===== src/hdl/stki_pkg.sv =====
`timescale 1ns / 1ps

package stki_pkg;

    // One stored table entry.
    typedef struct packed {
        logic [15:0] tag;
        logic [14:0] rows;
        logic [30:0] score;
    } entry_t;

    localparam int ENTRY_W = $bits(entry_t);

    // Per-cycle commands broadcast to every cell of the row.
    typedef struct packed {
        logic compare;
        logic commit;
    } cell_ctrl_t;

    // Request payload on s_tdata, highest field first.
    typedef struct packed {
        logic [2:0]  pad;
        logic [6:0]  read_index;
        logic [15:0] name_tag;
        logic [14:0] cleared_rows;
        logic [30:0] new_score;
    } in_item_t;

    // Result payload on m_tdata, highest field first.
    typedef struct packed {
        logic        out_valid;
        logic [15:0] out_tag;
        logic [14:0] out_rows;
        logic [30:0] out_score;
        logic        accepted;
        logic [7:0]  position;
    } out_item_t;

    localparam logic MODE_INSERT = 1'b0;
    localparam logic MODE_READ   = 1'b1;

    localparam logic [7:0] KEEP_LIMIT_RESET = 8'd100;

    typedef enum logic [2:0] {
        ST_IDLE,
        ST_COMPARE,
        ST_COMMIT,
        ST_READ,
        ST_DONE
    } state_t;

endpackage


===== src/hdl/stki_cell.sv =====
`timescale 1ns / 1ps

module stki_cell #(
    parameter int CAPACITY = 128,
    parameter int INDEX    = 0
) (
    input  logic                             aclk,
    input  stki_pkg::cell_ctrl_t             ctrl,
    input  logic [$clog2(CAPACITY+1)-1:0]    count,
    input  logic [$clog2(CAPACITY+1)-1:0]    lim,
    input  stki_pkg::entry_t                 new_entry,
    input  stki_pkg::entry_t                 left_entry,
    input  logic                             left_ge,
    output stki_pkg::entry_t                 entry,
    output logic                             ge
);
    import stki_pkg::*;

    localparam int CNTW = $clog2(CAPACITY+1);

    entry_t entry_reg, entry_next;
    logic   ge_reg, ge_next;
    logic   occupied;
    logic   in_window;

    always_comb begin
        occupied  = CNTW'(INDEX) < count;
        in_window = CNTW'(INDEX) < lim;

        ge_next = ge_reg;
        if (ctrl.compare) begin
            ge_next = occupied && (entry_reg.score >= new_entry.score);
        end

        // A cell that holds a score at least as large keeps its entry; the
        // first smaller cell takes the new one, the rest below the limit take the left one.
        entry_next = entry_reg;
        if (ctrl.commit && in_window && !ge_reg) begin
            entry_next = left_ge ? new_entry : left_entry;
        end
    end

    always_ff @(posedge aclk) begin
        entry_reg <= entry_next;
        ge_reg    <= ge_next;
    end

    assign entry = entry_reg;
    assign ge    = ge_reg;

endmodule


===== config.mk =====
export PLATFORM = sky130hd
export DESIGN_NAME = stki_cell
export DESIGN_NICKNAME = d
export VERILOG_FILES = /design/src/hdl/stki_pkg.sv /design/src/hdl/stki_cell.sv
export SDC_FILE = /design/constraint.sdc
export NUM_CORES = 1
export LEC_CHECK = 0
export ABC_AREA = 0
export ABC_CLOCK_PERIOD_IN_PS = 7250
export CAP_MARGIN = 20
export CELL_PAD_IN_SITES_DETAIL_PLACEMENT = 1
export CELL_PAD_IN_SITES_GLOBAL_PLACEMENT = 1
export CORE_MARGIN = 2
export CORE_UTILIZATION = 30
export CTS_BUF_LIST = sky130_fd_sc_hd__clkbuf_8
export DETAILED_ROUTE_END_ITERATION = 8
export DONT_BUFFER_PORTS = 1
export PLACE_DENSITY_LB_ADDON = 0.1
export SLEW_MARGIN = 20
export SYNTH_ARGS = -nofsm -noshare
export SYNTH_HDL_FRONTEND = slang
export SYNTH_SLANG_ARGS = --single-unit

===== constraint.sdc =====
create_clock -name aclk -period 7.25 [get_ports aclk]
set_input_delay 0.3625 -clock aclk [delete_from_list [all_inputs] [get_ports aclk]]
set_output_delay 0.3625 -clock aclk [all_outputs]
set_load 0.02 [all_outputs]

==> flow_summary.ini, run 1 <==
[run_status]
status = finished clean

[layout]
final_nets = 427
largest_reg_flops = 62
drive_gt1_frac = 0.319
final_cell_mix = 63 x edfxtp_1, 62 x mux2_2, 31 x inv_1, 31 x ha_1, 11 x a21oi_1
insertedDiodeCount = 0
area_growth_pct = 11.4
final_cells = 400
layout_commonest_cell = edfxtp_1

[grt]
antenna_found_initial = 1
overflow = 0
grt.total_usage = 0.126
grt_pass1_vias = 2277
use_met2 = 0.204
use_met1 = 0.132
grt.busiest_layer = met2
use_met3 = 0.0776
grt_pass1_wl_um = 11900
grt_max_degree = 63

[setup_path]
crit_required_ps = 7320
crit_family = compound AO/OA/AOI/OAI gates
arrival_ps = 2200
path_cells = ha_1 -> a21oi_2 -> o21ai_1 -> a22o_1 -> a2111oi_2 -> a21oi_1
worst_path_max_delay_cell = edfxtp_1
critical_path.max_fanout = 3
cp-end-kind = flop
max_stage_delay_ps = 510
setup.worst_path.class = reg -> reg
crit_buf_inv = 0
start_kind = flop

[power]
combPwrFrac = 0.095
internal_power_mw = 0.682
clkPwrFrac = 0.384
cellLeakagePower_nw = 1.48
seqPwrFrac = 0.521
p_sw_mw = 0.247
p_per_area_nw_per_um2 = 242
irDropWorstVdd_uv = 100
p_sw_frac = 0.266

[sta]
min_period_ps = 2120
max_freq_ghz = 0.471
worstMarginPinSlew_ps = 831
fin_crit_sh = 0.293
drv_slew = 0
finClkSkew_ps = 14.7
setup_slack_ps = 5130
whs_ps = 134
finalSetupViolations = 0
slew_headroom = 0.446
hold_violations = 0
rsz0062_at_grt = false
tns_ps = 0

[die]
io_pins = 207
start_util = 0.304
die_w_um = 111
fp.coreArea_um2 = 11300
rows = 39
floorplan.die_area_um2 = 12300
die_h_um = 111

[placed_design]
dpl.cell_count = 384
dp_slack_ps = 5100
hpwlAfterDp_um = 5670
numPortBuffers = 0
place.gp.congestion = 0.702

[cts]
cts_buffers = 9
hold_buffers = 0
clkTransAtPathRegs_ps = 80
cts_resized = 0
cts_tree = done
clkSinkCount = 63
cts_setup_buffers = 0
cts_max_level = 3
root_buffer = clkbuf_8
clockBufferDepth = 2
clk_latency_ps = 350

[synth]
synth_cell_types = 26
synth_top_area_frac = 0.550
synth_top_area_cell = edfxtp_1
synth_cells = 247
synth_nets = 422
synth_seq_cells = 63
synth.avg_cell_area_um2 = 13.9
yosys_warnings = 0
yosysSeqAreaShare = 0.550
yosys-top-cells-area = edfxtp_1 55%, mux2_2 20%, ha_1 11%, inv_1 3.4%, a21oi_1 1.7%
netlist_area_um2 = 3440

[drt]
drc = 0
first_pass_iters = 4
wirelength_um = 7760
vias_per_cell = 4.94
drtIter0Drc = 70
wl_per_cell_um = 19.4
ant_nets = 0
vias = 1977

[flow_run]
drv_cap = 0

[hold_path]
hp-class = in -> reg
-- worst paths after layout --
kind / start / endpoint / slack, ps / cells past startpoint
setup / recovery: entry[14] / ge / 5130 / 6
hold / removal: ctrl[1] / ge / 130 / 0
setup reg to reg: entry[14] / ge / 5130 / 6
hold reg to reg: entry[22] / ge / 1050 / 3
-- Yosys cell counts, drive strengths merged --
library cell and number:
a211oi 1, mux2 62, a2111oi 1, a22o 1, a31oi 1, nand2 7
nand4 3, ha 31, nand3 4, a21o 3, a21oi 13, buf 6
and2 1, nand2b 2, inv 31, o21ai 5, o211a 1, nor2 1
clkbuf 1, and4 2, edfxtp 63, nor3 2, a221o 1, nor4 4
-- layout make-up --
type,instances,area (µm²)
fillers,1212,7490
well taps,143,179
clock inverters,7,104
multi-input cells,146,1410
clock buffers,9,124
inverters,31,116
repair buffers,1,7.51
flip-flops and latches,63,1890
-- logic make-up after synthesis --
| kind of cell | count (synthesis) | share of synthesized area |
|---|---|---|
| and+or+nand+nor | 26 | 0.0407 |
| DFF | 63 | 0.550 |
| muxes | 62 | 0.203 |
| adders and majority gates | 31 | 0.113 |
| AOI/OAI and AO/OA | 27 | 0.0505 |
| buffers and inverters | 38 | 0.0436 |
-- through the flow --
step	utilization	total power [mW]	instance area, µm²
5_1_grt	0.339	0.975	3830
6_report	0.339	0.930	3830
3_3_place_gp	0.319	0.584	3610
4_1_cts	0.339	0.950	3830
2_1_floorplan	-	0.566	3440
3_5_place_dp	0.319	0.584	3610
-- metal layers --
metal | vias to the layer above | wire [µm] | share of wire
met5 | - | 0 | 0
met2 | 141 | 3630 | 0.47
met1 | 893 | 2920 | 0.38
met4 | 0 | 139 | 0.018
met3 | 9 | 1070 | 0.14
li1 | 934 | - | -
-- worst register-to-register path, cell delays in order, from the launching register on --
cell and delay [ps]:
edfxtp_1 510, ha_1 370, a21oi_2 140, o21ai_1 80, a22o_1 250, a2111oi_2 400
a21oi_1 120
-- power by group through the flow --
stage	clock network (mW)	logic [mW]	registers (mW)
5_1_grt	0.385	0.102	0.488
3_3_place_gp	0	0.0898	0.494
6_report	0.357	0.0882	0.484
2_1_floorplan	0	0.0771	0.489
4_1_cts	0.373	0.0911	0.485
3_5_place_dp	0	0.0907	0.493
Note: power is estimated with default switching activity, not from simulation.
==> inputs of run 2 (changes only) <==
--- a/config.mk
+++ b/config.mk
@@ -5,8 +5,8 @@
 export SDC_FILE = /design/constraint.sdc
 export NUM_CORES = 1
 export LEC_CHECK = 0
-export ABC_AREA = 0
-export ABC_CLOCK_PERIOD_IN_PS = 7250
+export ABC_AREA = 1
+export ABC_CLOCK_PERIOD_IN_PS = 2200
 export CAP_MARGIN = 20
 export CELL_PAD_IN_SITES_DETAIL_PLACEMENT = 1
 export CELL_PAD_IN_SITES_GLOBAL_PLACEMENT = 1
==> constraint.sdc (replaced) <==
create_clock -name aclk -period 2.2 [get_ports aclk]
set_input_delay 0.11 -clock aclk [delete_from_list [all_inputs] [get_ports aclk]]
set_output_delay 0.11 -clock aclk [all_outputs]
set_load 0.02 [all_outputs]
==> flow_summary.ini, run 2 <==
[run_status]
status = finished clean

[synth]
yosys_warnings = 0
synth_cell_types = 16
synth_nets = 509
netlist_area_um2 = 3520
synth_edf_count = 63
synth_seq_cells = 63
ys.flop_type = edfxtp_1
ys_top_cells_by_count = 63 x edfxtp_1, 55 x nand2_1, 49 x inv_1
synth_most_common_cell = edfxtp_1
synth_top_area_frac = 0.537
synth-async-reset-ratio = 0
synth.avg_cell_area_um2 = 10.5
yosysSeqAreaShare = 0.537
yosys-top-cells-area = edfxtp_1 54%, ha_1 11%, mux2_2 10%, a21oi_1 6.0%, nand2_1 5.9%
synth_cells = 334
synth_top_area_cell = edfxtp_1

[cts]
root_buffer = clkbuf_8
clockBufferDepth = 2
clkTransAtPathRegs_ps = 90
cts_max_level = 3
cts_buffers = 9
hold_buffers = 96
clkSinkCount = 63
cts_resized = 0
clk_latency_ps = 350
cts_tree = done
cts_setup_buffers = 0

[drt]
wl_per_cell_um = 18.0
ant_nets = 0
drtIter0Drc = 88
vias = 2804
first_pass_iters = 4
vias_per_cell = 4.83
wirelength_um = 10500
drc = 0

[sta]
finClkSkew_ps = 12.1
drv_slew = 0
rsz0062_at_grt = false
fin_crit_sh = 0.822
finalSetupViolations = 0
slew_headroom = 0.657
max_freq_ghz = 0.553
hold_violations = 0
tns_ps = 0
min_period_ps = 1810
worstMarginPinSlew_ps = 514

[layout]
layout_commonest_cell = dlygate4sd3_1
drive_gt1_frac = 0.121
register_area_um2 = 1890
multiInputGateArea_um2 = 1390
largest_reg_flops = 62
fillCellCount = 1246
final_nets = 608
final_core_util = 0.424
final_cells = 581
insertedDiodeCount = 0
area_growth_pct = 37.3
final_cell_mix = 95 x dlygate4sd3_1, 63 x edfxtp_1, 55 x nand2_1

[setup_path]
reg2reg_slack_ps = 390
setup.worst_path.class = reg -> reg
start_kind = flop
worst_path_max_delay_cell = edfxtp_1
path_cells = ha_1 -> nand2_1 -> nor2_1 -> nand2_1 -> nor2_1 -> nand3_1 -> nand2_1 -> nor2_1 -> a21oi_1
crit_required_ps = 2400
max_stage_delay_ps = 510
arrival_ps = 2000
critical_path.max_fanout = 2
cp-end-kind = flop

[die]
die_w_um = 112
io_pins = 207
floorplan.die_area_um2 = 12600
rows = 39
start_util = 0.308
die_h_um = 112
fp.coreArea_um2 = 11400

[grt]
grt_max_degree = 75
grt_pass1_vias = 3252
grt.total_usage = 0.169
grt_pass1_wl_um = 16700
overflow = 0
antenna_found_initial = 0

[power]
irDropWorstVdd_uv = 317
fin_total_pwr_mw = 3.10
cellLeakagePower_nw = 2.02
p_per_area_nw_per_um2 = 641

[placed_design]
place.gp.congestion = 0.736
hpwlAfterDp_um = 6490
numPortBuffers = 0
dpl.cell_count = 469

[hold_path]
hp-class = in -> reg

[flow_run]
drv_cap = 0
run 2: cell count changes after synthesis, sizes merged, moves of 4 or more:
cell | before | now
buf | 6 | 10
nand2 | 7 | 55
nor2 | 1 | 44
mux2 | 62 | 32
inv | 31 | 49
a21oi | 13 | 42
o21ai | 5 | 0
run 2: kinds of logic (layout without fill, tap and decap cells):
kind of cell | Yosys count | in the layout | share of synthesized area
AO/OA/AOI/OAI | 43 | 43 | 0.0622
flip-flops | 63 | 63 | 0.537
adder cells (fa/ha/maj) | 31 | 31 | 0.110
AND/OR/NAND/NOR | 106 | 106 | 0.118
buffers and inverters | 59 | 163 | 0.0707
multiplexers | 32 | 32 | 0.102
run 2: area by class of cell:
class	instances	share of cell area
clock inverter	7	0.0155
tap	143	0.0370
sequential	63	0.391
inverter	49	0.0380
clock buffer	9	0.0256
timing repair buffer	98	0.205
multi-input combinational	212	0.287
run 2: report_power, final:
| group | switching, mW | internal, mW |
|---|---|---|
| logic | 0.219 | 0.267 |
| registers | 0.137 | 1.43 |
| clock network | 0.526 | 0.525 |
| total | 0.882 | 2.22 |
run 2: final timing paths:
kind                                    start   endpoint  cells after the start
worst max-delay path                 entry[6]         ge                      9
worst min-delay path            left_entry[6]   entry[6]                      2
worst max register to register       entry[6]         ge                      9
worst min register to register             ge  entry[14]                      2
run 2: metal layers:
layer | GRT usage | wire length [µm] | vias up
li1 | - | - | 1329
met4 | 0.0504 | 140 | 0
met5 | 0 | 0 | -
met2 | 0.293 | 5160 | 141
met3 | 0.0740 | 1060 | 12
met1 | 0.189 | 4130 | 1322
run 2: stage by stage:
step	area (µm²)	hold WS [ps]	worst slack (ps)
after CTS	4840	1.96	363
after global routing	4840	8.72	217
final	4840	21.0	392
after detailed placement	3660	223	390
after floorplan	3530	222	299
after global placement	3660	223	406
run 2: critical path, delay by kind of cell, from the launching register on:
kind / cells / cell delay, ps
flip-flops: 1 / 510
AND/OR/NAND/NOR: 7 / 700
adder cells (fa/ha/maj): 1 / 340
AO/OA/AOI/OAI: 1 / 110
